[src/rtl/core/minmax_scalar_quantizer_top_assert.svh]
// Assertion macros for the min/max scalar quantizer top level.
// Expects clk and rst_n in the scope of each use.
`ifndef MINMAX_SCALAR_QUANTIZER_TOP_ASSERT_SVH
`define MINMAX_SCALAR_QUANTIZER_TOP_ASSERT_SVH

// Same-cycle implication, checked outside reset
`define MMSQ_ASSERT_IMP(lbl, ante, cons, msg) \
  lbl: assert property (@(posedge clk) disable iff (!rst_n) (ante) |-> (cons)) \
    else $error(msg);

// Next-cycle implication, checked outside reset
`define MMSQ_ASSERT_NXT(lbl, ante, cons, msg) \
  lbl: assert property (@(posedge clk) disable iff (!rst_n) (ante) |=> (cons)) \
    else $error(msg);

`endif

[src/rtl/core/mmsq_pkg.sv]
// Shared types and codes of the min/max scalar quantizer.
// No dependencies; used by the controller, the datapath and the top level.
package mmsq_pkg;

  localparam int XW     = 32;
  localparam int CORR_W = 48;
  localparam int CFG_AW = 2;

  // Input actions
  localparam logic [1:0] ACT_TRAIN  = 2'd0;
  localparam logic [1:0] ACT_FINAL  = 2'd1;
  localparam logic [1:0] ACT_ENCODE = 2'd2;

  // Quantizer modes
  localparam logic [1:0] MODE_Q8     = 2'd0;
  localparam logic [1:0] MODE_Q4     = 2'd1;
  localparam logic [1:0] MODE_B_TH   = 2'd2;
  localparam logic [1:0] MODE_B_SIGN = 2'd3;

  // Configuration register indexes
  localparam logic [CFG_AW-1:0] REG_MODE  = 2'd0;
  localparam logic [CFG_AW-1:0] REG_RSRC  = 2'd1;
  localparam logic [CFG_AW-1:0] REG_PMIN  = 2'd2;
  localparam logic [CFG_AW-1:0] REG_PMAX  = 2'd3;

  // Result kinds
  localparam logic KIND_BYTE = 1'b0;
  localparam logic KIND_CORR = 1'b1;

  typedef struct packed {
    logic [1:0]           action;
    logic signed [XW-1:0] element;
    logic                 vec_last;
  } in_req_t;

  typedef struct packed {
    logic                     kind;
    logic [7:0]               code_byte;
    logic signed [CORR_W-1:0] correction;
    logic                     run_last;
  } out_res_t;

  typedef enum logic [1:0] {
    MSEL_ENC = 2'd0,
    MSEL_C1  = 2'd1,
    MSEL_C2  = 2'd2
  } mul_sel_t;

  typedef struct packed {
    logic     capture;
    logic     train;
    logic     finalize;
    logic     div_start;
    logic     div_alpha;
    logic     mul_start;
    mul_sel_t mul_sel;
    logic     enc_update;
    logic     emit_byte;
    logic     byte_last;
    logic     emit_corr;
  } cmd_t;

  typedef struct packed {
    logic div_done;
    logic mul_done;
    logic one_bit_sign;
    logic corr_mode;
    logic byte_req;
    logic item_last;
    logic out_free;
  } sts_t;

endpackage

[src/rtl/core/minmax_scalar_quantizer_top.sv]
// Top level of the min/max scalar quantizer.
// Depends on mmsq_pkg, mmsq_ctrl, mmsq_dp and the assertion macro header.
//
//   channel  direction  handshake             payload
//   in_      input      in_valid / in_stall   in_req  (in_req_t)
//   out_     output     out_valid / out_stall out_res (out_res_t)
//   cfg_     input      cfg_we                cfg_addr, cfg_wdata
//
// Train updates the range as it is taken. Finalize runs the bit-serial divider
// twice (reciprocal, then alpha), NW = max(RECIP_BITS+1, 35) bits, one bit per cycle.
// Encode runs one multiply (none in sign-bit mode), NDIG = 4 digits of 16 bits;
// a last element in an 8-/4-bit mode adds two more multiplies for the correction.
// Reset is synchronous and active low; no clearing pass is needed.
// A result waits in the output register under out_stall; the next item is still taken.
`include "minmax_scalar_quantizer_top_assert.svh"

module minmax_scalar_quantizer_top import mmsq_pkg::*; #(
  parameter int FRAC_BITS  = 16,
  parameter int RECIP_BITS = 40
) (
  input  logic              clk,
  input  logic              rst_n,
  input  logic              cfg_we,
  input  logic [CFG_AW-1:0] cfg_addr,
  input  logic [XW-1:0]     cfg_wdata,
  input  logic              in_valid,
  output logic              in_stall,
  input  in_req_t           in_req,
  output logic              out_valid,
  input  logic              out_stall,
  output out_res_t          out_res
);

  cmd_t cmd;
  sts_t sts;
  logic idle;
  logic in_accept;

  // Take a request only while the sequencer is idle
  assign in_stall  = !idle;
  assign in_accept = in_valid && !in_stall;

  mmsq_ctrl u_ctrl (
    .clk       (clk),
    .rst_n     (rst_n),
    .in_accept (in_accept),
    .in_action (in_req.action),
    .sts       (sts),
    .cmd       (cmd),
    .idle      (idle)
  );

  mmsq_dp #(
    .FRAC_BITS  (FRAC_BITS),
    .RECIP_BITS (RECIP_BITS)
  ) u_dp (
    .clk       (clk),
    .rst_n     (rst_n),
    .cfg_we    (cfg_we),
    .cfg_addr  (cfg_addr),
    .cfg_wdata (cfg_wdata),
    .in_req    (in_req),
    .cmd       (cmd),
    .out_stall (out_stall),
    .sts       (sts),
    .out_valid (out_valid),
    .out_res   (out_res)
  );

  // Correction results close their request and carry no code byte
  `MMSQ_ASSERT_IMP(a_corr_shape, out_valid && out_res.kind == KIND_CORR, out_res.run_last && out_res.code_byte == 8'd0, "correction result malformed")
  // Encode and finalize keep the input stalled while they run
  `MMSQ_ASSERT_NXT(a_enc_busy, in_accept && in_req.action == ACT_ENCODE, in_stall, "input taken during encode")
  `MMSQ_ASSERT_NXT(a_fin_busy, in_accept && in_req.action == ACT_FINAL, in_stall, "input taken during finalize")

endmodule

[src/rtl/core/mmsq_ctrl.sv]
// Sequencer of the min/max scalar quantizer.
// Depends on mmsq_pkg; drives the datapath through cmd_t, reads sts_t.
module mmsq_ctrl import mmsq_pkg::*; (
  input  logic       clk,
  input  logic       rst_n,
  input  logic       in_accept,
  input  logic [1:0] in_action,
  input  sts_t       sts,
  output cmd_t       cmd,
  output logic       idle
);

  typedef enum logic [13:0] {
    S_IDLE   = 14'b00000000000001,
    S_FIN    = 14'b00000000000010,
    S_DIVR   = 14'b00000000000100,
    S_ASTART = 14'b00000000001000,
    S_DIVA   = 14'b00000000010000,
    S_ESTART = 14'b00000000100000,
    S_EMUL   = 14'b00000001000000,
    S_EUPD   = 14'b00000010000000,
    S_EMITB  = 14'b00000100000000,
    S_C1     = 14'b00001000000000,
    S_C1W    = 14'b00010000000000,
    S_C2     = 14'b00100000000000,
    S_C2W    = 14'b01000000000000,
    S_EMITC  = 14'b10000000000000
  } state_t;

  state_t state_r, state_nxt;

  assign idle = (state_r == S_IDLE);

  // Advance the sequence and issue commands
  always_comb begin
    state_nxt = state_r;
    cmd       = '0;
    case (state_r)
      S_IDLE: begin
        if (in_accept) begin
          cmd.capture = 1'b1;
          case (in_action)
            ACT_TRAIN: cmd.train = 1'b1;
            ACT_FINAL: begin
              cmd.finalize = 1'b1;
              state_nxt    = S_FIN;
            end
            ACT_ENCODE: state_nxt = S_ESTART;
            default: state_nxt = S_IDLE;
          endcase
        end
      end
      S_FIN: begin
        cmd.div_start = 1'b1;
        state_nxt     = S_DIVR;
      end
      S_DIVR: begin
        if (sts.div_done) state_nxt = S_ASTART;
      end
      S_ASTART: begin
        cmd.div_start = 1'b1;
        cmd.div_alpha = 1'b1;
        state_nxt     = S_DIVA;
      end
      S_DIVA: begin
        if (sts.div_done) state_nxt = S_IDLE;
      end
      S_ESTART: begin
        if (sts.one_bit_sign) begin
          state_nxt = S_EUPD;
        end else begin
          cmd.mul_start = 1'b1;
          cmd.mul_sel   = MSEL_ENC;
          state_nxt     = S_EMUL;
        end
      end
      S_EMUL: begin
        if (sts.mul_done) state_nxt = S_EUPD;
      end
      S_EUPD: begin
        cmd.enc_update = 1'b1;
        state_nxt      = sts.byte_req ? S_EMITB : S_IDLE;
      end
      S_EMITB: begin
        if (sts.out_free) begin
          cmd.emit_byte = 1'b1;
          cmd.byte_last = !(sts.item_last && sts.corr_mode);
          state_nxt     = (sts.item_last && sts.corr_mode) ? S_C1 : S_IDLE;
        end
      end
      S_C1: begin
        cmd.mul_start = 1'b1;
        cmd.mul_sel   = MSEL_C1;
        state_nxt     = S_C1W;
      end
      S_C1W: begin
        if (sts.mul_done) state_nxt = S_C2;
      end
      S_C2: begin
        cmd.mul_start = 1'b1;
        cmd.mul_sel   = MSEL_C2;
        state_nxt     = S_C2W;
      end
      S_C2W: begin
        if (sts.mul_done) state_nxt = S_EMITC;
      end
      S_EMITC: begin
        if (sts.out_free) begin
          cmd.emit_corr = 1'b1;
          state_nxt     = S_IDLE;
        end
      end
      default: state_nxt = S_IDLE;
    endcase
  end

  always_ff @(posedge clk) begin
    if (!rst_n) state_r <= S_IDLE;
    else        state_r <= state_nxt;
  end

endmodule

[src/rtl/core/mmsq_dp.sv]
// Datapath of the min/max scalar quantizer: registers, range tracking,
// bit-serial divider, digit-serial multiplier, packing, output register.
// Depends on mmsq_pkg; commanded by mmsq_ctrl.
module mmsq_dp import mmsq_pkg::*; #(
  parameter int FRAC_BITS  = 16,
  parameter int RECIP_BITS = 40
) (
  input  logic              clk,
  input  logic              rst_n,
  input  logic              cfg_we,
  input  logic [CFG_AW-1:0] cfg_addr,
  input  logic [XW-1:0]     cfg_wdata,
  input  in_req_t           in_req,
  input  cmd_t              cmd,
  input  logic              out_stall,
  output sts_t              sts,
  output logic              out_valid,
  output out_res_t          out_res
);

  localparam int RB   = RECIP_BITS;
  localparam int FB   = FRAC_BITS;
  localparam int VW   = XW + 1;
  localparam int AW   = VW + 8;
  localparam int BW   = (RB > 64) ? RB : 64;
  localparam int DIG  = 16;
  localparam int NDIG = (BW + DIG - 1) / DIG;
  localparam int BPW  = NDIG * DIG;
  localparam int PW   = AW + BPW;
  localparam int MCW  = $clog2(NDIG + 1);
  localparam int RW   = VW + 2;
  localparam int NW   = (RB + 1 > RW) ? RB + 1 : RW;
  localparam int DCW  = $clog2(NW + 1);
  localparam int CDW  = AW + 2;
  localparam int QRW  = PW - RB + 1;
  localparam int QFW  = PW - FB + 1;
  localparam logic [PW:0] HALF_R = {{PW{1'b0}}, 1'b1} << (RB - 1);
  localparam logic [PW:0] HALF_F = {{PW{1'b0}}, 1'b1} << (FB - 1);
  localparam logic [NW-1:0] RCAP = {{(NW - RB){1'b0}}, {RB{1'b1}}};
  localparam logic signed [CDW:0] SUM_MAX = (CDW + 1)'(64'sd2147483647);
  localparam logic signed [CDW:0] SUM_MIN = (CDW + 1)'(-64'sd2147483648);

  // Configuration and range state
  logic [1:0]           mode_r;
  logic                 rsrc_r;
  logic signed [XW-1:0] pmin_r, pmax_r, tmin_r, tmax_r, wmin_r;
  logic signed [VW-1:0] diff_r;
  logic [RB-1:0]        recip_r;
  logic [VW-1:0]        alpha_r;
  logic signed [XW-1:0] sum_r;
  logic [7:0]           pack_r, hold_r;
  logic [2:0]           pcnt_r;
  logic signed [XW-1:0] x_r;
  logic                 last_r;

  // Divider and multiplier state
  logic           dbusy_r, dsel_r;
  logic [DCW-1:0] dcnt_r;
  logic [NW-1:0]  dnum_r;
  logic [RW-1:0]  drem_r, ddiv_r;
  logic           mbusy_r;
  logic [MCW-1:0] mcnt_r;
  logic [AW-1:0]  ma_r;
  logic [BPW-1:0] mb_r;
  logic [PW-1:0]  prod_r;

  logic     out_valid_r;
  out_res_t out_res_r;

  // Range latch at finalize
  logic signed [XW-1:0] mn_c, mx_c;
  logic signed [VW-1:0] diff_c;
  logic [VW-1:0]        ad_c;
  logic [8:0]           s_c;
  logic                 corr_mode;

  assign mn_c      = rsrc_r ? pmin_r : tmin_r;
  assign mx_c      = rsrc_r ? pmax_r : tmax_r;
  assign diff_c    = {mx_c[XW-1], mx_c} - {mn_c[XW-1], mn_c};
  assign ad_c      = diff_r[VW-1] ? VW'(-diff_r) : VW'(diff_r);
  assign s_c       = (mode_r == MODE_Q4) ? 9'd15 : 9'd255;
  assign corr_mode = (mode_r == MODE_Q8) || (mode_r == MODE_Q4);

  // Divider step: one quotient bit per cycle
  logic [RW-1:0] dshift, drem_nxt;
  logic          dge;
  logic [NW-1:0] dnum_nxt;
  logic          ddone;
  logic [RW-1:0] alnum;

  assign dshift   = {drem_r[RW-2:0], dnum_r[NW-1]};
  assign dge      = dshift >= ddiv_r;
  assign drem_nxt = dge ? dshift - ddiv_r : dshift;
  assign dnum_nxt = {dnum_r[NW-2:0], dge};
  assign ddone    = dbusy_r && (dcnt_r == DCW'(1));
  assign alnum    = {1'b0, ad_c, 1'b0} + RW'(s_c);

  // Encode operands
  logic signed [VW-1:0] v_c;
  logic [VW-1:0]        av_c;
  logic                 neg_c;
  logic [AW-1:0]        sav_c;
  logic [XW-1:0]        msum_c, mwmin_c;

  assign v_c     = {x_r[XW-1], x_r} - {wmin_r[XW-1], wmin_r};
  assign av_c    = v_c[VW-1] ? VW'(-v_c) : VW'(v_c);
  assign neg_c   = v_c[VW-1] ^ diff_r[VW-1];
  assign sav_c   = (mode_r == MODE_Q4) ? (AW'({av_c, 4'b0}) - AW'(av_c))
                                       : (AW'({av_c, 8'b0}) - AW'(av_c));
  assign msum_c  = sum_r[XW-1] ? XW'(-sum_r) : XW'(sum_r);
  assign mwmin_c = wmin_r[XW-1] ? XW'(-wmin_r) : XW'(wmin_r);

  // Multiplier step: one 16-bit digit of B per cycle, MSB first
  logic [DIG-1:0]    digit;
  logic [AW+DIG-1:0] pp;
  logic [PW-1:0]     prod_nxt;
  logic              mdone;
  logic [AW-1:0]     ma_c;
  logic [BPW-1:0]    mb_c;

  assign digit    = mb_r[BPW-1 -: DIG];
  assign pp       = ma_r * digit;
  assign prod_nxt = {prod_r[PW-DIG-1:0], {DIG{1'b0}}} + PW'(pp);
  assign mdone    = mbusy_r && (mcnt_r == MCW'(1));

  always_comb begin
    case (cmd.mul_sel)
      MSEL_ENC: begin
        ma_c = corr_mode ? sav_c : AW'(av_c);
        mb_c = BPW'(recip_r);
      end
      MSEL_C1: begin
        ma_c = AW'(msum_c);
        mb_c = BPW'(mwmin_c);
      end
      MSEL_C2: begin
        ma_c = AW'(alpha_r);
        mb_c = BPW'(prod_r[63:0]);
      end
      default: begin
        ma_c = '0;
        mb_c = '0;
      end
    endcase
  end

  // Code, running sum and packing
  logic [PW:0]           rnd_r;
  logic [QRW-1:0]        qr;
  logic signed [CDW-1:0] qmag, code;
  logic signed [CDW:0]   sum_ext;
  logic signed [XW-1:0]  sum_new;
  logic [7:0]            clamp;
  logic                  bit_c, full_c;
  logic [7:0]            pnew;

  assign rnd_r   = {1'b0, prod_r} + HALF_R;
  assign qr      = rnd_r[PW:RB];
  assign qmag    = {1'b0, qr[CDW-2:0]};
  assign code    = neg_c ? -qmag : qmag;
  assign sum_ext = {{(CDW + 1 - XW){sum_r[XW-1]}}, sum_r} + {code[CDW-1], code};

  always_comb begin
    if (sum_ext > SUM_MAX)      sum_new = SUM_MAX[XW-1:0];
    else if (sum_ext < SUM_MIN) sum_new = SUM_MIN[XW-1:0];
    else                        sum_new = sum_ext[XW-1:0];
    if (code[CDW-1])                  clamp = 8'd0;
    else if (qmag > CDW'(s_c))        clamp = s_c[7:0];
    else                              clamp = qmag[7:0];
  end

  always_comb begin
    bit_c  = 1'b0;
    pnew   = pack_r;
    full_c = 1'b0;
    case (mode_r)
      MODE_Q8: begin
        pnew   = clamp;
        full_c = 1'b1;
      end
      MODE_Q4: begin
        pnew   = pack_r | (pcnt_r[0] ? {clamp[3:0], 4'b0} : {4'b0, clamp[3:0]});
        full_c = pcnt_r[0];
      end
      MODE_B_TH: begin
        bit_c  = !neg_c && (v_c != '0) && ({1'b0, prod_r} > HALF_R);
        pnew   = pack_r | (8'(bit_c) << pcnt_r);
        full_c = (pcnt_r == 3'd7);
      end
      MODE_B_SIGN: begin
        bit_c  = (x_r > 0);
        pnew   = pack_r | (8'(bit_c) << pcnt_r);
        full_c = (pcnt_r == 3'd7);
      end
      default: pnew = pack_r;
    endcase
  end

  // Correction: round, saturate and negate the product
  logic [PW:0]         rnd_f;
  logic [QFW-1:0]      qf;
  logic                prod_neg;
  logic [CORR_W-1:0]   lim, qsat, corr_c;

  assign rnd_f    = {1'b0, prod_r} + HALF_F;
  assign qf       = rnd_f[PW:FB];
  assign prod_neg = sum_r[XW-1] ^ wmin_r[XW-1] ^ (diff_r[VW-1] && (alpha_r != '0));
  assign lim      = prod_neg ? {1'b0, {(CORR_W - 1){1'b1}}} : {1'b1, {(CORR_W - 1){1'b0}}};
  assign qsat     = (qf > QFW'(lim)) ? lim : qf[CORR_W-1:0];
  assign corr_c   = prod_neg ? qsat : CORR_W'(-qsat);

  logic out_free;
  assign out_free = !out_valid_r || !out_stall;

  // Configuration, range and item registers
  always_ff @(posedge clk) begin
    if (!rst_n) begin
      mode_r  <= MODE_Q8;
      rsrc_r  <= 1'b0;
      pmin_r  <= '0;
      pmax_r  <= '0;
      tmin_r  <= {1'b0, {(XW - 1){1'b1}}};
      tmax_r  <= {1'b1, {(XW - 1){1'b0}}};
      wmin_r  <= '0;
      diff_r  <= '0;
      recip_r <= '0;
      alpha_r <= '0;
      sum_r   <= '0;
      pack_r  <= '0;
      pcnt_r  <= '0;
    end else begin
      if (cfg_we) begin
        case (cfg_addr)
          REG_MODE: mode_r <= cfg_wdata[1:0];
          REG_RSRC: rsrc_r <= cfg_wdata[0];
          REG_PMIN: pmin_r <= cfg_wdata;
          REG_PMAX: pmax_r <= cfg_wdata;
          default:  mode_r <= mode_r;
        endcase
      end
      if (cmd.train) begin
        if (in_req.element < tmin_r) tmin_r <= in_req.element;
        if (in_req.element > tmax_r) tmax_r <= in_req.element;
      end
      if (cmd.finalize) begin
        wmin_r <= mn_c;
        diff_r <= diff_c;
        sum_r  <= '0;
        pack_r <= '0;
        pcnt_r <= '0;
      end
      if (ddone) begin
        if (dsel_r)             alpha_r <= dnum_nxt[VW-1:0];
        else if (ad_c == '0)    recip_r <= '0;
        else if (dnum_nxt > RCAP) recip_r <= RCAP[RB-1:0];
        else                    recip_r <= dnum_nxt[RB-1:0];
      end
      if (cmd.enc_update) begin
        if (corr_mode) sum_r <= sum_new;
        if (full_c || last_r) begin
          pack_r <= '0;
          pcnt_r <= '0;
        end else begin
          pack_r <= pnew;
          pcnt_r <= pcnt_r + 3'd1;
        end
      end
      // Drop the sum once the final result of a vector goes out
      if ((cmd.emit_byte && cmd.byte_last && last_r) || cmd.emit_corr) sum_r <= '0;
    end
  end

  // Hold the item and the byte to emit
  always_ff @(posedge clk) begin
    if (cmd.capture) begin
      x_r    <= in_req.element;
      last_r <= in_req.vec_last;
    end
    if (cmd.enc_update) hold_r <= pnew;
  end

  // Divider control and data
  always_ff @(posedge clk) begin
    if (!rst_n) begin
      dbusy_r <= 1'b0;
      dcnt_r  <= '0;
    end else if (cmd.div_start) begin
      dbusy_r <= 1'b1;
      dcnt_r  <= DCW'(NW);
    end else if (dbusy_r) begin
      dbusy_r <= !ddone;
      dcnt_r  <= dcnt_r - DCW'(1);
    end
  end

  always_ff @(posedge clk) begin
    if (cmd.div_start) begin
      dsel_r <= cmd.div_alpha;
      drem_r <= '0;
      if (cmd.div_alpha) begin
        dnum_r <= NW'(alnum);
        ddiv_r <= RW'({s_c, 1'b0});
      end else begin
        dnum_r <= {{(NW - 1){1'b0}}, 1'b1} << RB;
        ddiv_r <= RW'(ad_c);
      end
    end else if (dbusy_r) begin
      drem_r <= drem_nxt;
      dnum_r <= dnum_nxt;
    end
  end

  // Multiplier control and data
  always_ff @(posedge clk) begin
    if (!rst_n) begin
      mbusy_r <= 1'b0;
      mcnt_r  <= '0;
    end else if (cmd.mul_start) begin
      mbusy_r <= 1'b1;
      mcnt_r  <= MCW'(NDIG);
    end else if (mbusy_r) begin
      mbusy_r <= !mdone;
      mcnt_r  <= mcnt_r - MCW'(1);
    end
  end

  always_ff @(posedge clk) begin
    if (cmd.mul_start) begin
      ma_r   <= ma_c;
      mb_r   <= mb_c;
      prod_r <= '0;
    end else if (mbusy_r) begin
      mb_r   <= {mb_r[BPW-DIG-1:0], {DIG{1'b0}}};
      prod_r <= prod_nxt;
    end
  end

  // Output register
  always_ff @(posedge clk) begin
    if (!rst_n)                                 out_valid_r <= 1'b0;
    else if (cmd.emit_byte || cmd.emit_corr)    out_valid_r <= 1'b1;
    else if (!out_stall)                        out_valid_r <= 1'b0;
  end

  always_ff @(posedge clk) begin
    if (cmd.emit_byte) begin
      out_res_r.kind       <= KIND_BYTE;
      out_res_r.code_byte  <= hold_r;
      out_res_r.correction <= '0;
      out_res_r.run_last   <= cmd.byte_last;
    end else if (cmd.emit_corr) begin
      out_res_r.kind       <= KIND_CORR;
      out_res_r.code_byte  <= 8'd0;
      out_res_r.correction <= corr_c;
      out_res_r.run_last   <= 1'b1;
    end
  end

  assign out_valid = out_valid_r;
  assign out_res   = out_res_r;

  assign sts.div_done     = ddone;
  assign sts.mul_done     = mdone;
  assign sts.one_bit_sign = (mode_r == MODE_B_SIGN);
  assign sts.corr_mode    = corr_mode;
  assign sts.byte_req     = full_c || last_r;
  assign sts.item_last    = last_r;
  assign sts.out_free     = out_free;

endmodule

[config.mk]
export PLATFORM = sky130hd
export DESIGN_NAME = minmax_scalar_quantizer_top
export DESIGN_NICKNAME = d
export VERILOG_FILES = /design/src/rtl/core/mmsq_pkg.sv /design/src/rtl/core/minmax_scalar_quantizer_top.sv /design/src/rtl/core/mmsq_ctrl.sv /design/src/rtl/core/mmsq_dp.sv
export VERILOG_INCLUDE_DIRS = /design/src /design/src/rtl/core
export SDC_FILE = /design/constraint.sdc
export NUM_CORES = 2
export LEC_CHECK = 0
export ABC_AREA = 0
export BUFFER_PORTS_ARGS = -buffer_cell sky130_fd_sc_hd__buf_4
export CAP_MARGIN = 20
export CORE_MARGIN = 4
export CORE_UTILIZATION = 60
export CTS_BUF_LIST = sky130_fd_sc_hd__clkbuf_16
export DETAILED_ROUTE_END_ITERATION = 7
export GPL_TIMING_DRIVEN = 0
export PLACE_DENSITY = 0.77
export SLEW_MARGIN = 0
export SYNTH_ARGS = -nofsm -noshare
export SYNTH_HDL_FRONTEND = slang
export SYNTH_SLANG_ARGS = --single-unit
[constraint.sdc]
create_clock -name clk -period 11.65 [get_ports clk]
set_input_delay 2.9125 -clock clk [delete_from_list [all_inputs] [get_ports clk]]
set_output_delay 2.9125 -clock clk [all_outputs]
set_load 0.005 [all_outputs]
* Yosys cells after proc, flatten, opt, wreduce, memory -nomap -nowiden *
Index checks and enable logic that the tools add are counted.
W data, S select, Z words.

word-level totals
  output and inout port bits = 60
  register bits after elaboration = 756

cells by class
  reduce and logical (&&, ||, !) cells = 46
  bitwise operators = 8
  mux-type cells = 78
  eq/ne operators = 37
  $add $sub $neg = 19
  $mul = 1
  magnitude comparators = 10
  shift operators = 2

operators by type and width
  operator                    count
  $mux W32                    9
  $mux W41                    5
  $pmux W14 S14               1
  $pmux W64 S3                1
  $mux W48                    3
  $mux W64                    2
  $pmux W41 S3                1
  $mux W57                    2
  $mux W14                    8
  $add A105 B16 Y106 const B  1
  $add A105 B57 Y105          1
  $gt A105 B40 Y1 const B     1
  $gt A90 B48 Y1              1
  $add A82 B40 Y82 const B    1
  $mux W40                    2
  $mux W33                    2
  $neg A33 Y33                2
  $reduce_bool A33 Y1         2
  $sub A32 B32 Y33            2
  $mux W8                     8
  $neg A32 Y32                2
  $mul A41 B16 Y57            1
  $neg A48 Y48                1
  $add A32 B43 Y44            1
  62 further kinds            141

* Depth between registers and ports, before layout *
  depth after elaboration = 10
  depth in mapped cells = 32

* Cells and area by module *
A second synthesis with hierarchy kept.

unflattened totals
  cell total of the unflattened synthesis = 9,338
  area total of the unflattened synthesis = 76,537.2 µm²

by module, submodules not included
  module                       cells each  sequential area each (µm²)  area each (µm²)  times used
  mmsq_dp                      9,198       17,156.5                    75,379.8         1
  mmsq_ctrl                    138         280.3                       1,147.4          1
  minmax_scalar_quantizer_top  2           0.0                         10.0             1

* Worst setup path after synthesis *
Ideal clock, no wire load.

  kind = flip-flop to flip-flop
  start = register u_dp.alpha_r[6]
  end = register u_dp.out_res_r, in the netlist u_dp.out_res[33]
  period minus slack after synthesis = 8.380 ns
  slack = 3.270 ns
  cell stages (with the launch flop) = 30
  data arrival time = 8.265 ns
  data required time = 11.536 ns
  cell sequence = dfxtp_1 or4_1 or4_1 o21ai_0 xnor2_1 clkinv_1 clkbuf_1 clkbuf_1 ha_1 nand4_1 nor4_1 nand3_1 a22o_1 a211oi_1 nand4_1 or4b_4 nor2_2 buf_2 nor2_1 clkbuf_1 a21oi_1 ha_1 clkbuf_1 nand3_1 or4_1 nor4_4 a22oi_4 or4_1 nand3_1 nand2_1

on the way
  longest elaborated chain between the ends = 8

ends and longest elaborated chain
  item                     RTL line        text
  start, declared          mmsq_dp.sv:49   logic [VW-1:0] alpha_r;
  start signal, assigned   mmsq_dp.sv:253  if (dsel_r) alpha_r <= dnum_nxt[VW-1:0];
  $reduce_bool A33 Y1 (*)  mmsq_dp.sv:207  assign prod_neg = sum_r[XW-1] ^ wmin_r[XW-1] ^ (diff_r[VW-1] && (alpha_r != '0));
  $logic_and A1 B1 Y1 (*)  mmsq_dp.sv:207
  $xor A1 B1 Y1 (*)        mmsq_dp.sv:207
  $mux W48                 mmsq_dp.sv:208  assign lim = prod_neg ? {1'b0, {(CORR_W - 1){1'b1}}} : {1'b1, {(CORR_W - 1){1'b0}}};
  $gt A90 B48 Y1           mmsq_dp.sv:209  assign qsat = (qf > QFW'(lim)) ? lim : qf[CORR_W-1:0];
  $mux W48                 mmsq_dp.sv:209
  $neg A48 Y48             mmsq_dp.sv:210  assign corr_c = prod_neg ? qsat : CORR_W'(-qsat);
  $mux W48 (*)             mmsq_dp.sv:210
  end, declared            mmsq_dp.sv:68   out_res_t out_res_r;

Mark *: on every way between the ends. The rest lies on a longest branch, timed or not.
A chain may end at the register's enable or synchronous reset.

* Worst setup path after layout *
  start = register u_dp.diff_r[32]
  end = register u_dp.out_res_r, in the netlist u_dp.out_res[17]

on the way
  longest elaborated chain between the ends = 7

ends and longest elaborated chain
  item                     RTL line        text
  start, declared          mmsq_dp.sv:47   logic signed [VW-1:0] diff_r;
  start signal, assigned   mmsq_dp.sv:247  diff_r <= diff_c;
  $logic_and A1 B1 Y1 (*)  mmsq_dp.sv:207
  $xor A1 B1 Y1 (*)        mmsq_dp.sv:207
  $mux W48                 mmsq_dp.sv:208
  $gt A90 B48 Y1           mmsq_dp.sv:209
  $mux W48                 mmsq_dp.sv:209
  $neg A48 Y48             mmsq_dp.sv:210
  $mux W48 (*)             mmsq_dp.sv:210

Marked as above.

==> metrics.md <==
| Metric | Value |
|---|---|
| Status | `finished, final reports clean` |
| Critical path startpoint | `u_dp.diff_r[32]$_SDFFE_PN0P_` |
| RSZ-0062 raised after global routing | `no` |
| I/O pin cnt | `134` |
| Post-Synthesis Cells | `9355` |
| Endpoint class of the critical path | `register` |
| Fill count | `10800` |
| Number of global-route vias before repair | `71600` |
| Synth warn | `0` |
| Initial DRC Count | `9108` |
| Yosys cell types | `103` |
| Layout area overhead | `8.46%` |
| CP most frequent cell | `clkbuf_1` |
| Storage element area | `0.0174 mm²` |
| TritonCTS Buffers | `88` |
| Combinational Power Share | `0.678` |
| Most frequent cells in the layout | `1310 x nand2_1, 951 x inv_1, 657 x a21oi_1` |
| Slew @ Worst Pin | `1.41 ns` |
| Synth Area per Inst | `8.17 µm²` |
| Initial Util | `0.606` |
| Commonest non-fill, non-tap cell in the layout | `nand2_1` |
| Largest net degree at the start of global routing | `48` |
| Ys flop type | `dfxtp_1` |
| Leakage | `0.0364 µW` |
| Die extent in y | `365 µm` |
| Final hold violations | `0` |
| Worst VDD drop | `0.000287 V` |
| Drt wl/cell | `25.9 µm` |
| Max_cap viols | `0` |
| Pwr Total | `20100 µW` |
| CP required | `12.24 ns` |
| Worst min path class | `register to register` |
| Via-to-Cell Ratio | `6.51` |
| Syn Std Cell Area | `0.0765 mm²` |
| First-pass GRT wire length | `438 mm` |
| Vias after detailed routing | `73800` |
| Setup crit start kind | `register` |
| Root Buffer | `clkbuf_16` |
| Drt first pass iters | `7` |
| Antenna violations before repair | `29` |
| Number of port buffers | `133` |
| Share of layout cells above drive strength 1 | `0.0441` |
| Die width | `365 µm` |
| Setup Skew | `0.116 ns` |
| Power Dens Cells | `243 mW/mm²` |
| R2r startpoint | `u_dp.diff_r[32]$_SDFFE_PN0P_` |
| Rel. slew slack | `0.0531` |
| Seq/Total Area, Yosys | `0.228` |
| Worst-skew pair later-pin latency | `0.78 ns` |
| GPL Wtd Cong | `1.09` |
| Crit-path slowest cell | `nor4_1` |
| Hold-fix buffers at CTS | `0` |
| Internal power | `9560 µW` |
| Net Sw Frac | `0.525` |
| Async set-reset flop share out of synthesis | `0` |
| Worst Setup Path Type | `register to register` |
| Sink Count | `756` |
| Worst EP arrival | `11.53 ns` |
| Fin crit share | `0.939` |
| NetSw | `10600 µW` |
| DRC errors left | `0` |
| Hold path start | `u_dp.out_res[3]$_SDFFE_PP0P_` |
| Num rows | `130` |
| Finish-stage setup viols | `0` |
| Syn_nets | `10500` |
| Post-cts resize count | `0` |
| Fin util | `0.658` |
| CP peak stage delay | `0.72 ns` |
| Dpl hpwl | `235 mm` |
| Sequential share of power | `0.175` |
| Core ar. | `0.126 mm²` |
| Peak Freq | `91.4 MHz` |
| Clk pwr share | `0.147` |
| Hold Crit Depth | `2` |
| Setup repair bufs after CTS | `0` |
| Total Routing Usage GR | `0.434` |
| R2r worst-path depth | `31` |
| Maximum root-to-sink buffer count | `3` |
| Min Clock Period, post-route | `10.94 ns` |
| Multi-input gate area | `0.0535 mm²` |
| ANT nets after route | `0` |
| CTS tree | `built` |
| Drt total wl | `294 mm` |
| # nets final | `10700` |
| Final Max Slew Viols | `0` |
| CP max FO | `43` |
| Overflow after GRT | `0` |
| CTS HTree Levels | `3` |
| Die area | `0.133 mm²` |
| Number of synthesized flops with an enable pin | `230` |
| Clock transition at path regs | `0.06 ns` |
| Yosys reg bits | `756` |
==> layer usage <==
metal | vias to the layer above | part of all wire | wire length, µm | track usage
met5 | - | 0.00069 | 203 | 0.00290
li1 | 32600 | - | - | -
met1 | 35200 | 0.36 | 106000 | 0.522
met3 | 1263 | 0.12 | 35900 | 0.129
met2 | 4766 | 0.43 | 126000 | 0.667
met4 | 26 | 0.086 | 25300 | 0.301
==> critical path, delay by kind of cell, from the launching register on <==
family / cells / cell delay, ns
AND/OR/NAND/NOR: 9 / 3.22
buffers and inverters: 11 / 4.26
adder cells (fa/ha/maj): 2 / 0.49
XOR/XNOR: 2 / 0.79
flip-flops: 1 / 0.41
AO/OA/AOI/OAI: 7 / 1.61
==> power groups by stage <==
| stage | logic, µW | clock network [µW] | registers (µW) |
|---|---|---|---|
| after floorplan | 8960 | 0 | 3300 |
| after global placement | 12700 | 0 | 3530 |
| after detailed placement | 12900 | 0 | 3540 |
| after CTS | 13000 | 2950 | 3480 |
| after global routing | 14600 | 3070 | 3530 |
| final | 13700 | 2960 | 3530 |
==> layout make-up <==
| class | instances | area share |
|---|---|---|
| Sequential cell | 756 | 0.210 |
| Clock buffer | 92 | 0.0278 |
| Clock inverter | 73 | 0.00928 |
| Inverter | 945 | 0.0428 |
| Timing Repair Buffer | 156 | 0.0150 |
| Buffer | 520 | 0.0242 |
| Antenna cell | 18 | 0.000543 |
| Multi-Input combinational cell | 7134 | 0.645 |
| Tap cell | 1650 | 0.0249 |
==> cells in the mapped netlist, drive strengths merged (18+ instances only) <==
cell,count,area share
a211oi,107,0.011
nor2b,67,0.0055
a21boi,24,0.0024
or3,72,0.0060
nor2,582,0.029
o211ai,42,0.0041
o21a,67,0.0066
o31a,21,0.0024
and2,230,0.019
mux2i,187,0.024
nor4,113,0.0098
a21o,229,0.022
o21bai,82,0.0081
nand2,1311,0.064
clkbuf,467,0.023
and3,60,0.0049
nor3,161,0.011
o31ai,75,0.0074
a31oi,71,0.0059
a22o,49,0.0056
edfxtp,230,0.090
buf,53,0.0033
nand2b,69,0.0056
nand4,142,0.012
o21ai,423,0.028
or4,46,0.0046
a2111oi,19,0.0023
nand3,175,0.012
a22oi,44,0.0045
xnor2,378,0.043
fa,589,0.15
nand3b,22,0.0022
ha,481,0.079
o41ai,20,0.0023
dfxtp,526,0.14
or2,46,0.0038
xor2,183,0.021
a21oi,657,0.043
a221oi,18,0.0021
and4,36,0.0042
inv,939,0.046
==> stage by stage <==
step | hold WS, ns | instances | cell area [µm²] | TNS [ns] | setup slack [ns]
detailed placement | 0.436 | 11200 | 79800 | 0 | 1.18
finish | 0.443 | 11300 | 82900 | 0 | 0.710
floorplan | 0.430 | 9355 | 76500 | 0 | 3.27
CTS | 0.444 | 11300 | 82800 | 0 | 1.17
global placement | 0.429 | 11100 | 79500 | -7.21 | -0.520
global route | 0.455 | 11300 | 82900 | 0 | 0.399
==> final timing paths <==
kind                                   endpoint  slack [ns]
hold / removal     u_dp.out_res[3]$_SDFFE_PP0P_        0.44
setup / recovery  u_dp.out_res[17]$_SDFFE_PP0P_        0.71
setup reg to reg  u_dp.out_res[17]$_SDFFE_PP0P_        0.71
hold reg to reg    u_dp.out_res[3]$_SDFFE_PP0P_        0.44
==> registers in the layout, indices dropped and copies added (netlist names), 14 cells and up <==
signal / count
u_dp.tmin_r: 32
u_dp.tmax_r: 32
u_ctrl.state_r: 14
u_dp.recip_r: 40
u_dp.ma_r: 41
u_dp.alpha_r: 33
u_dp.ddiv_r: 33
u_dp.out_res: 58
u_dp.wmin_r: 32
u_dp.pmax_r: 32
u_dp.diff_r: 33
u_dp.mb_r: 64
u_dp.sum_r: 32
u_dp.drem_r: 34
u_dp.dnum_r: 41
u_dp.x_r: 32
u_dp.pmin_r: 32
u_dp.prod_r: 105
==> cells by family after synthesis <==
| logic type | share of synthesized area |
|---|---|
| simple gates | 0.200 |
| flops | 0.228 |
| xor+xnor | 0.0644 |
| buf+inv | 0.0726 |
| fa+ha+maj | 0.233 |
| compound gates | 0.177 |
| mux | 0.0254 |
(Power assumes the default switching activity.)
